$ cat config.mk
export PLATFORM = sky130hd
export DESIGN_NAME = windowed_pulse_flow_meter
export DESIGN_NICKNAME = d
export VERILOG_FILES = /design/src/rtl/wpfm_pkg.sv /design/src/rtl/windowed_pulse_flow_meter.sv /design/src/rtl/wpfm_ram.sv /design/src/rtl/wpfm_div.sv
export VERILOG_INCLUDE_DIRS = /design/src /design/src/rtl
export SDC_FILE = /design/constraint.sdc
export NUM_CORES = 2
export LEC_CHECK = 0
export ABC_CLOCK_PERIOD_IN_PS = 17600
export BUFFER_PORTS_ARGS = -buffer_cell sky130_fd_sc_hd__buf_2
export CAP_MARGIN = 20
export CELL_PAD_IN_SITES_DETAIL_PLACEMENT = 1
export CELL_PAD_IN_SITES_GLOBAL_PLACEMENT = 2
export CORE_ASPECT_RATIO = 1.1
export CORE_MARGIN = 1
export CORE_UTILIZATION = 47
export CTS_CLUSTER_DIAMETER = 40
export DETAILED_ROUTE_END_ITERATION = 16
export PLACE_DENSITY = 0.95
export SYNTH_ARGS = -nofsm -noshare
export SYNTH_HDL_FRONTEND = slang
export SYNTH_SLANG_ARGS = --single-unit
$ cat constraint.sdc
create_clock -name clock -period 17.6 [get_ports clock]
set_input_delay 1.76 -clock clock [delete_from_list [all_inputs] [get_ports clock]]
set_output_delay 1.76 -clock clock [all_outputs]
set_load 0.05 [all_outputs]
$ cat src/rtl/windowed_pulse_flow_meter_assert.svh
// assertion macros shared by the flow meter rtl
`ifndef WINDOWED_PULSE_FLOW_METER_ASSERT_SVH
`define WINDOWED_PULSE_FLOW_METER_ASSERT_SVH
`ifndef SYNTHESIS
// same-cycle implication
`define WPFM_ASSERT_IMP(label, clk, rst, ante, cons) \
   label: assert property (@(posedge clk) disable iff (rst) (ante) |-> (cons)) \
      else $error("wpfm assertion failed");
// next-cycle implication
`define WPFM_ASSERT_NXT(label, clk, rst, ante, cons) \
   label: assert property (@(posedge clk) disable iff (rst) (ante) |=> (cons)) \
      else $error("wpfm assertion failed");
`else
`define WPFM_ASSERT_IMP(label, clk, rst, ante, cons)
`define WPFM_ASSERT_NXT(label, clk, rst, ante, cons)
`endif
`endif

$ cat src/rtl/wpfm_pkg.sv
// types, constants and register codes for the windowed pulse flow meter
`timescale 1ns / 1ps
package wpfm_pkg;

   // default ring depth
   localparam int unsigned RING_DEPTH_DEF = 16;

   // numerator width: (n-1) * 60e9 with n up to 256
   localparam int unsigned NUM_W = 44;
   localparam int unsigned DEN_W = 64;

   // 60e9 split into two factors that each fit the 32-bit multiplier
   localparam logic [31:0] SCALE_HI = 32'd60000;
   localparam logic [31:0] SCALE_LO = 32'd1000000;

   localparam logic [23:0] FLOW_MAX = 24'hFFFFFF;

   // register indexes
   localparam logic [1:0] REG_WINDOW = 2'd0;
   localparam logic [1:0] REG_PPL    = 2'd1;
   localparam logic [1:0] REG_TICK   = 2'd2;

   // register reset values
   localparam logic [31:0] WINDOW_RST = 32'd1000;
   localparam logic [15:0] PPL_RST    = 16'd450;
   localparam logic [15:0] TICK_RST   = 16'd1000;

   typedef struct packed {
      logic        mode;
      logic [31:0] now_ticks;
   } wpfm_req_type;

   typedef struct packed {
      logic [23:0] flow_ml_per_min;
      logic [8:0]  window_count;
      logic [31:0] total_pulses;
   } wpfm_rsp_type;

   // input item kinds
   localparam logic MODE_PULSE  = 1'b0;
   localparam logic MODE_UPDATE = 1'b1;

   // sequencer states
   typedef enum logic [8:0] {
      ST_IDLE      = 9'b000000001,
      ST_SCAN      = 9'b000000010,
      ST_CHECK     = 9'b000000100,
      ST_MUL_DEN   = 9'b000001000,
      ST_MUL_SPAN  = 9'b000010000,
      ST_MUL_N     = 9'b000100000,
      ST_MUL_SCALE = 9'b001000000,
      ST_DIV       = 9'b010000000,
      ST_EMIT      = 9'b100000000
   } wpfm_state_type;

endpackage

$ cat src/rtl/windowed_pulse_flow_meter.sv
// top level of the windowed pulse flow meter
//
// req channel (valid/ready) carries one item: mode 0 records a meter pulse
// at now_ticks, mode 1 recomputes the flow from the pulses in the ring whose
// age is within the configured window. rsp channel (valid/ready) returns one
// transaction per item with the held flow, the held window pulse count and
// the running pulse total. the apb port sets the window length in ticks (0x0),
// pulses_per_litre (0x4) and tick_us (0x8); pready is tied high.
// a pulse item passes through the emit state to the output register. an
// update item scans the ring through the single ram read port (one entry
// per cycle, then the ram read register and the age register) and, with
// two or more pulses in the window, runs up to four passes through one
// shared 32x32 multiplier and a 44-step serial divider. an update that
// finds no recent pulse emits zero flow. one item is in flight at a time;
// req_ready is high only while the sequencer is idle.
// reset clears the counters, held results and registers to defaults; the
// ring needs no clearing since only written entries are read. if rsp_ready
// is low the finished transaction waits in the output register and the
// sequencer holds before loading the next one.
`timescale 1ns / 1ps
module windowed_pulse_flow_meter #(
   parameter int unsigned RING_DEPTH = wpfm_pkg::RING_DEPTH_DEF
) (
   input  logic                   clock,
   input  logic                   reset,
   input  logic                   req_valid,
   output logic                   req_ready,
   input  wpfm_pkg::wpfm_req_type req_data,
   output logic                   rsp_valid,
   input  logic                   rsp_ready,
   output wpfm_pkg::wpfm_rsp_type rsp_data,
   input  logic                   psel,
   input  logic                   penable,
   input  logic                   pwrite,
   input  logic [3:0]             paddr,
   input  logic [31:0]            pwdata,
   output logic [31:0]            prdata,
   output logic                   pready
);
   import wpfm_pkg::*;

`include "windowed_pulse_flow_meter_assert.svh"

   localparam int unsigned IDX_W = $clog2(RING_DEPTH);
   localparam int unsigned CNT_W = $clog2(RING_DEPTH + 1);

   wpfm_state_type state_ff, state_in;

   logic [31:0]      window_ff, window_in;
   logic [15:0]      ppl_ff, ppl_in;
   logic [15:0]      tick_ff, tick_in;
   logic [IDX_W-1:0] wr_slot_ff, wr_slot_in;
   logic [CNT_W-1:0] valid_cnt_ff, valid_cnt_in;
   logic [31:0]      last_ff, last_in;
   logic [31:0]      total_ff, total_in;
   logic [23:0]      flow_ff, flow_in;
   logic [8:0]       held_cnt_ff, held_cnt_in;
   logic             rsp_valid_ff, rsp_valid_in;
   wpfm_rsp_type     rsp_data_ff, rsp_data_in;

   logic [31:0]      now_ff, now_in;
   logic [CNT_W-1:0] issue_ff, issue_in;
   logic             rd_vld_ff, rd_vld_in;
   logic             age_vld_ff, age_vld_in;
   logic [31:0]      age_ff, age_in;
   logic [8:0]       n_ff, n_in;
   logic [31:0]      age_old_ff, age_old_in;
   logic [31:0]      age_new_ff, age_new_in;
   logic [31:0]      span_ff, span_in;
   logic [31:0]      den_ff, den_in;
   logic [63:0]      den64_ff, den64_in;
   logic [31:0]      numhi_ff, numhi_in;

   logic             req_fire;
   logic             csr_wr;
   logic             ram_we;
   logic             ram_re;
   logic [31:0]      ram_rdata;
   logic [31:0]      mul_a;
   logic [31:0]      mul_b;
   logic [63:0]      mul_prod;
   logic [31:0]      span_raw;
   logic             div_start;
   logic             div_done;
   logic [NUM_W-1:0] div_quot;

   assign req_ready = (state_ff == ST_IDLE);
   assign req_fire  = req_valid && req_ready;
   assign csr_wr    = psel && penable && pwrite && pready;
   assign pready    = 1'b1;

   // ring of recent pulse times
   assign ram_we = req_fire && (req_data.mode == MODE_PULSE);
   assign ram_re = (state_ff == ST_SCAN) && (issue_ff < valid_cnt_ff);

   wpfm_ram #(
      .WIDTH (32),
      .DEPTH (RING_DEPTH)
   ) u_ring (
      .clock   (clock),
      .wr_en   (ram_we),
      .wr_addr (wr_slot_ff),
      .wr_data (req_data.now_ticks),
      .rd_en   (ram_re),
      .rd_addr (issue_ff[IDX_W-1:0]),
      .rd_data (ram_rdata)
   );

   // shared multiplier, operands picked by sequencer step
   always_comb begin
      case (state_ff)
         ST_MUL_DEN: begin
            mul_a = {16'd0, ppl_ff};
            mul_b = {16'd0, tick_ff};
         end
         ST_MUL_SPAN: begin
            mul_a = den_ff;
            mul_b = span_ff;
         end
         ST_MUL_N: begin
            mul_a = 32'(n_ff - 9'd1);
            mul_b = SCALE_HI;
         end
         ST_MUL_SCALE: begin
            mul_a = numhi_ff;
            mul_b = SCALE_LO;
         end
         default: begin
            mul_a = '0;
            mul_b = '0;
         end
      endcase
      mul_prod = {32'd0, mul_a} * {32'd0, mul_b};
   end

   assign div_start = (state_ff == ST_MUL_SCALE);

   wpfm_div u_div (
      .clock (clock),
      .reset (reset),
      .start (div_start),
      .numer (mul_prod[NUM_W-1:0]),
      .denom (den64_ff),
      .done  (div_done),
      .quot  (div_quot)
   );

   // register read-back
   always_comb begin
      case (paddr[3:2])
         REG_WINDOW: prdata = window_ff;
         REG_PPL:    prdata = {16'd0, ppl_ff};
         REG_TICK:   prdata = {16'd0, tick_ff};
         default:    prdata = '0;
      endcase
   end

   assign span_raw = age_old_ff - age_new_ff;

   // sequencer and datapath next state
   always_comb begin
      state_in     = state_ff;
      window_in    = window_ff;
      ppl_in       = ppl_ff;
      tick_in      = tick_ff;
      wr_slot_in   = wr_slot_ff;
      valid_cnt_in = valid_cnt_ff;
      last_in      = last_ff;
      total_in     = total_ff;
      flow_in      = flow_ff;
      held_cnt_in  = held_cnt_ff;
      rsp_valid_in = rsp_valid_ff && !rsp_ready;
      rsp_data_in  = rsp_data_ff;
      now_in       = now_ff;
      issue_in     = issue_ff;
      rd_vld_in    = ram_re;
      age_vld_in   = (state_ff == ST_SCAN) && rd_vld_ff;
      age_in       = now_ff - ram_rdata;
      n_in         = n_ff;
      age_old_in   = age_old_ff;
      age_new_in   = age_new_ff;
      span_in      = span_ff;
      den_in       = den_ff;
      den64_in     = den64_ff;
      numhi_in     = numhi_ff;

      // configuration writes
      if (csr_wr) begin
         case (paddr[3:2])
            REG_WINDOW: window_in = pwdata;
            REG_PPL:    ppl_in    = pwdata[15:0];
            REG_TICK:   tick_in   = pwdata[15:0];
            default:    window_in = window_ff;
         endcase
      end

      case (state_ff)
         ST_IDLE: begin
            if (req_fire) begin
               now_in = req_data.now_ticks;
               if (req_data.mode == MODE_PULSE) begin
                  // record the pulse
                  wr_slot_in = (wr_slot_ff == IDX_W'(RING_DEPTH - 1)) ? '0
                                                                      : wr_slot_ff + 1'b1;
                  if (valid_cnt_ff < CNT_W'(RING_DEPTH)) begin
                     valid_cnt_in = valid_cnt_ff + 1'b1;
                  end
                  last_in  = req_data.now_ticks;
                  total_in = total_ff + 32'd1;
                  state_in = ST_EMIT;
               end else if ((valid_cnt_ff == '0) ||
                            ((req_data.now_ticks - last_ff) > window_ff)) begin
                  // empty ring or stale last pulse
                  flow_in     = '0;
                  held_cnt_in = '0;
                  state_in    = ST_EMIT;
               end else begin
                  issue_in   = '0;
                  n_in       = '0;
                  age_old_in = '0;
                  age_new_in = '1;
                  state_in   = ST_SCAN;
               end
            end
         end
         ST_SCAN: begin
            if (ram_re) begin
               issue_in = issue_ff + 1'b1;
            end
            // fold one age into count, oldest and newest
            if (age_vld_ff && (age_ff <= window_ff)) begin
               n_in = n_ff + 9'd1;
               if (age_ff > age_old_ff) begin
                  age_old_in = age_ff;
               end
               if (age_ff < age_new_ff) begin
                  age_new_in = age_ff;
               end
            end
            if (!ram_re && !rd_vld_ff && !age_vld_ff) begin
               state_in = ST_CHECK;
            end
         end
         ST_CHECK: begin
            held_cnt_in = n_ff;
            span_in     = (span_raw == '0) ? 32'd1 : span_raw;
            if (n_ff < 9'd2) begin
               flow_in  = '0;
               state_in = ST_EMIT;
            end else begin
               state_in = ST_MUL_DEN;
            end
         end
         ST_MUL_DEN: begin
            den_in   = mul_prod[31:0];
            state_in = ST_MUL_SPAN;
         end
         ST_MUL_SPAN: begin
            if (den_ff == '0) begin
               flow_in  = FLOW_MAX;
               state_in = ST_EMIT;
            end else begin
               den64_in = mul_prod;
               state_in = ST_MUL_N;
            end
         end
         ST_MUL_N: begin
            numhi_in = mul_prod[31:0];
            state_in = ST_MUL_SCALE;
         end
         ST_MUL_SCALE: begin
            state_in = ST_DIV;
         end
         ST_DIV: begin
            if (div_done) begin
               flow_in  = (div_quot > NUM_W'(FLOW_MAX)) ? FLOW_MAX : div_quot[23:0];
               state_in = ST_EMIT;
            end
         end
         ST_EMIT: begin
            // load the output register once it is free
            if (!rsp_valid_ff || rsp_ready) begin
               rsp_valid_in                 = 1'b1;
               rsp_data_in.flow_ml_per_min  = flow_ff;
               rsp_data_in.window_count     = held_cnt_ff;
               rsp_data_in.total_pulses     = total_ff;
               state_in                     = ST_IDLE;
            end
         end
         default: begin
            state_in = ST_IDLE;
         end
      endcase
   end

   // control registers
   always_ff @(posedge clock) begin
      if (reset) begin
         state_ff     <= ST_IDLE;
         window_ff    <= WINDOW_RST;
         ppl_ff       <= PPL_RST;
         tick_ff      <= TICK_RST;
         wr_slot_ff   <= '0;
         valid_cnt_ff <= '0;
         last_ff      <= '0;
         total_ff     <= '0;
         flow_ff      <= '0;
         held_cnt_ff  <= '0;
         rsp_valid_ff <= 1'b0;
         rd_vld_ff    <= 1'b0;
         age_vld_ff   <= 1'b0;
      end else begin
         state_ff     <= state_in;
         window_ff    <= window_in;
         ppl_ff       <= ppl_in;
         tick_ff      <= tick_in;
         wr_slot_ff   <= wr_slot_in;
         valid_cnt_ff <= valid_cnt_in;
         last_ff      <= last_in;
         total_ff     <= total_in;
         flow_ff      <= flow_in;
         held_cnt_ff  <= held_cnt_in;
         rsp_valid_ff <= rsp_valid_in;
         rd_vld_ff    <= rd_vld_in;
         age_vld_ff   <= age_vld_in;
      end
   end

   // datapath registers
   always_ff @(posedge clock) begin
      rsp_data_ff <= rsp_data_in;
      now_ff      <= now_in;
      issue_ff    <= issue_in;
      age_ff      <= age_in;
      n_ff        <= n_in;
      age_old_ff  <= age_old_in;
      age_new_ff  <= age_new_in;
      span_ff     <= span_in;
      den_ff      <= den_in;
      den64_ff    <= den64_in;
      numhi_ff    <= numhi_in;
   end

   assign rsp_valid = rsp_valid_ff;
   assign rsp_data  = rsp_data_ff;

   // checks
   `WPFM_ASSERT_NXT(a_busy_after_accept, clock, reset, req_fire, !req_ready)
   `WPFM_ASSERT_IMP(a_ring_fill_bound, clock, reset, 1'b1,
                    valid_cnt_ff <= CNT_W'(RING_DEPTH))
   `WPFM_ASSERT_IMP(a_window_le_fill, clock, reset, 1'b1,
                    held_cnt_ff <= 9'(valid_cnt_ff))
   `WPFM_ASSERT_IMP(a_flow_needs_two, clock, reset, flow_ff != '0,
                    held_cnt_ff >= 9'd2)
   `WPFM_ASSERT_IMP(a_div_done_in_div, clock, reset, div_done, state_ff == ST_DIV)

endmodule

$ cat src/rtl/wpfm_ram.sv
// generic single-port-write ram with registered read
`timescale 1ns / 1ps
module wpfm_ram #(
   parameter int unsigned WIDTH = 32,
   parameter int unsigned DEPTH = 16
) (
   input  logic                     clock,
   input  logic                     wr_en,
   input  logic [$clog2(DEPTH)-1:0] wr_addr,
   input  logic [WIDTH-1:0]         wr_data,
   input  logic                     rd_en,
   input  logic [$clog2(DEPTH)-1:0] rd_addr,
   output logic [WIDTH-1:0]         rd_data
);

   logic [WIDTH-1:0] mem_ff [DEPTH];
   logic [WIDTH-1:0] rd_data_ff;

   // write port
   always_ff @(posedge clock) begin
      if (wr_en) begin
         mem_ff[wr_addr] <= wr_data;
      end
   end

   // registered read port
   always_ff @(posedge clock) begin
      if (rd_en) begin
         rd_data_ff <= mem_ff[rd_addr];
      end
   end

   assign rd_data = rd_data_ff;

endmodule

$ cat src/rtl/wpfm_div.sv
// serial restoring divider, one quotient bit per cycle
`timescale 1ns / 1ps
module wpfm_div (
   input  logic                          clock,
   input  logic                          reset,
   input  logic                          start,
   input  logic [wpfm_pkg::NUM_W-1:0]    numer,
   input  logic [wpfm_pkg::DEN_W-1:0]    denom,
   output logic                          done,
   output logic [wpfm_pkg::NUM_W-1:0]    quot
);
   import wpfm_pkg::*;

   localparam int unsigned CNT_W = $clog2(NUM_W);

   logic             busy_ff, busy_in;
   logic             done_ff, done_in;
   logic [CNT_W-1:0] cnt_ff, cnt_in;
   logic [DEN_W-1:0] rem_ff, rem_in;
   logic [DEN_W-1:0] den_ff, den_in;
   logic [NUM_W-1:0] quo_ff, quo_in;
   logic [DEN_W:0]   rem_sh;
   logic [DEN_W:0]   diff;

   // one shift-subtract step
   always_comb begin
      rem_sh  = {rem_ff, quo_ff[NUM_W-1]};
      diff    = rem_sh - {1'b0, den_ff};
      busy_in = busy_ff;
      done_in = 1'b0;
      cnt_in  = cnt_ff;
      rem_in  = rem_ff;
      den_in  = den_ff;
      quo_in  = quo_ff;
      if (start) begin
         busy_in = 1'b1;
         cnt_in  = '0;
         rem_in  = '0;
         den_in  = denom;
         quo_in  = numer;
      end else if (busy_ff) begin
         if (!diff[DEN_W]) begin
            rem_in = diff[DEN_W-1:0];
         end else begin
            rem_in = rem_sh[DEN_W-1:0];
         end
         quo_in = {quo_ff[NUM_W-2:0], ~diff[DEN_W]};
         cnt_in = cnt_ff + 1'b1;
         if (cnt_ff == CNT_W'(NUM_W - 1)) begin
            busy_in = 1'b0;
            done_in = 1'b1;
         end
      end
   end

   // control
   always_ff @(posedge clock) begin
      if (reset) begin
         busy_ff <= 1'b0;
         done_ff <= 1'b0;
      end else begin
         busy_ff <= busy_in;
         done_ff <= done_in;
      end
   end

   // datapath
   always_ff @(posedge clock) begin
      cnt_ff <= cnt_in;
      rem_ff <= rem_in;
      den_ff <= den_in;
      quo_ff <= quo_in;
   end

   assign done = done_ff;
   assign quot = quo_ff;

endmodule
==> flow_summary.json <==
{
  "r2r_end": "den64_ff[62]",
  "final_cells": 11292,
  "powerDensity_nw_per_um2": 82.9,
  "reg2reg_depth": 29,
  "area_growth_syn_to_layout_pct": 11.6,
  "fin_nets": 10092,
  "grt_pass1_wl_um": 481000,
  "status": "finished, final reports clean",
  "root_buffer": "clkbuf_16",
  "final_common_cell": "inv_1",
  "antenna_found_initial": 22,
  "rsz0062_at_grt": "no",
  "clock_path_buffers": 3,
  "fin_util_pct": 52.9,
  "synth_ff_type": "edfxtp_1",
  "p_leak_nw": 41.7,
  "tightest_slew_ps": 1240,
  "numPortBuffers": 172,
  "drc": 0,
  "path_class": "reg -> reg",
  "cts_tree": "built",
  "maxCapViolations": 0,
  "yosys_warnings": 0,
  "cts_made_buffers": 174,
  "dpl.hpwl_um": 231000,
  "postCtsResizedCells": 0,
  "slowest_stage": "buf_4",
  "setup_tns_ps": 0,
  "hold_buffers": 0,
  "wl_per_cell_um": 29.6,
  "grt_use_total_pct": 33.2,
  "yosysUniqueCellTypes": 97,
  "grt_pass1_vias": 74544,
  "relSlewSlack_pct": 16.8,
  "gp_congestion": 0.990,
  "max-vdd-ir-drop_mv": 0.105,
  "min_to": "u_div.den_ff[57]",
  "htreeDepth": 4,
  "final_cell_mix": "inv_1 (1151), nand2_1 (997), edfxtp_1 (987)",
  "grt_overflow": 0,
  "initial_core_util_pct": 47.4,
  "syn_inst": 8446,
  "max_stage_delay_ps": 880,
  "chipWidth_um": 422,
  "antenna_left": 0,
  "synth_area_leaders": "edfxtp_1 (32%), fa_1 (20%), ha_1 (7.7%)",
  "dp_slack_ps": 5290,
  "chipHeight_um": 464,
  "clk_latency_ps": 880,
  "setup_viol_count_final": 0,
  "end_kind": "register",
  "slew_violations": 0,
  "dr.pass1.iters": 6,
  "post_cts_buffers": 0,
  "finClkSkew_ps": 89.7,
  "seq_area_frac_synth_pct": 38.7,
  "fmax_mhz": 79.3,
  "yosysTopAreaCell": "edfxtp_1",
  "synth_top_area_share_pct": 32.4,
  "syn_nets": 9984,
  "clock_sinks": 1273,
  "hp-class": "reg -> reg",
  "setup_ws_ps": 4980,
  "hold_depth": 0,
  "drive_above_1_share_pct": 10.4,
  "timing.hold.ws_ps": 415,
  "syn_area_per_cell_um2": 10.8,
  "min_from": "den64_ff[57]",
  "cp.required_ps": 18170,
  "routed-via-count": 69308,
  "fin_crit_sh_pct": 71.7,
  "row_count": 169,
  "r2r_start": "state_ff[2]",
  "clk_pin_slew_ps": 60,
  "cp_max_fo": 85,
  "dp.cells": 10923,
  "grt_max_degree": 132,
  "hold_violations": 0,
  "period_minus_slack_ps": 12620,
  "ff2ff_setup_slack_ps": 4980,
  "drt-total-wl_um": 335000,
  "io_pins": 176,
  "synth-edff-count": 987,
  "drt_iter0_markers": 6504,
  "ys_seq_elements": 1273,
  "core_um2": 193000,
  "cp.arrival_ps": 13190,
  "die_area_um2": 196000,
  "startpoint_type": "register",
  "synthesis.area_um2": 91300,
  "cpMostUsedCell": "fa_1",
  "viasPerCell": 6.14,
  "ys_async_sr_fraction_pct": 0
}
==> how the worst max path moves through the flow <==
stage,startpoint,endpoint,slack [ps],depth (start not counted)
2_1_floorplan,state_ff[2],den64_ff[62],7860,30
3_3_place_gp,state_ff[2],den64_ff[62],5660,29
3_5_place_dp,state_ff[2],den64_ff[62],5290,29
4_1_cts,state_ff[2],den64_ff[62],5160,29
5_1_grt,state_ff[2],den64_ff[62],4730,29
6_report,state_ff[2],den64_ff[62],4980,29
==> critical path, delay by kind of cell (launching register included) <==
kind / cells / cell delay, ps
DFF: 1 / 360
and+or+nand+nor: 8 / 2750
buffers and inverters: 4 / 1520
adders and majority gates: 9 / 4390
xor gates and xnor gates: 1 / 120
AOI/OAI and AO/OA: 7 / 3090
==> state kept, by name, indices dropped and copies added (netlist names), 44 cells and up <==
signal / cells
den64_ff: 64
rsp_data: 65
u_div.den_ff: 64
u_div.quot: 44
u_div.rem_ff: 64
u_ring.mem_ff: 512
==> power breakdown <==
group / internal, mW / switching [mW] / leakage [nW] / total [mW]
logic: 0.424 / 0.795 / 27.9 / 1.22
registers: 3.37 / 0.140 / 10.9 / 3.51
clock network: 2.12 / 1.60 / 2.96 / 3.73
total: 5.92 / 2.54 / 41.7 / 8.46
==> cells in the mapped netlist, types with 22 or more instances <==
library cell and number:
a211oi_1 43, a21o_1 132, a21oi_1 398, a221o_1 27, a221oi_1 28, a31oi_1 26, and2_1 75, and3_1 34
buf_1 33, clkbuf_1 359, dfxtp_1 286, edfxtp_1 987, fa_1 900, ha_1 562, inv_1 1152, mux2i_1 67
mux4_2 160, nand2_1 997, nand2b_1 67, nand3_1 68, nand3b_1 40, nand4_1 92, nor2_1 835, nor2b_1 34
nor3_1 85, nor4_1 31, o211ai_1 22, o21a_1 42, o21ai_0 230, o21ai_1 36, o21bai_1 41, o31ai_1 34
or3_1 31, xnor2_1 149, xor2_1 90
==> cells by family (layout without fill, tap and decap cells) <==
logic type / after synthesis / after routing / synth area share [%]
buffers and inverters: 1564 / 1821 / 6.46
other: 1 / 25 / 0.00411
AO/OA/AOI/OAI: 1225 / 1225 / 8.58
multiplexers: 241 / 241 / 4.85
AND/OR/NAND/NOR: 2441 / 2441 / 11.7
flip-flops: 1273 / 1273 / 38.7
XOR/XNOR: 239 / 239 / 2.29
adder cells (fa/ha/maj): 1462 / 1462 / 27.4
==> metrics by stage <==
stage               power (mW)  instance area, um2
floorplan                 4.27               91300
finish                    8.46              102000
detailed placement        4.67               95400
global placement          4.58               95400
CTS                       8.39              102000
global route              8.66              102000
==> final cells by class <==
| type | count | area (um2) |
|---|---|---|
| tap | 2565 | 3210 |
| clock buffer | 198 | 4510 |
| clock inverter | 127 | 1620 |
| timing repair buffer | 342 | 2390 |
| inverter | 1154 | 4340 |
| fill | 20550 | 90900 |
| sequential | 1273 | 35400 |
| antenna | 24 | 60.1 |
| multi-input combinational | 5609 | 50500 |
==> metal layers <==
| layer | global-route usage, % | routed length [um] | share of wire, % |
|---|---|---|---|
| met1 | 38.7 | 120000 | 36 |
| met2 | 54.3 | 158000 | 47 |
| met3 | 6.72 | 27800 | 8.3 |
| met4 | 24.8 | 29000 | 8.7 |
| met5 | 0 | 83 | 0.025 |
Note: power is estimated with default switching activity, not from simulation.
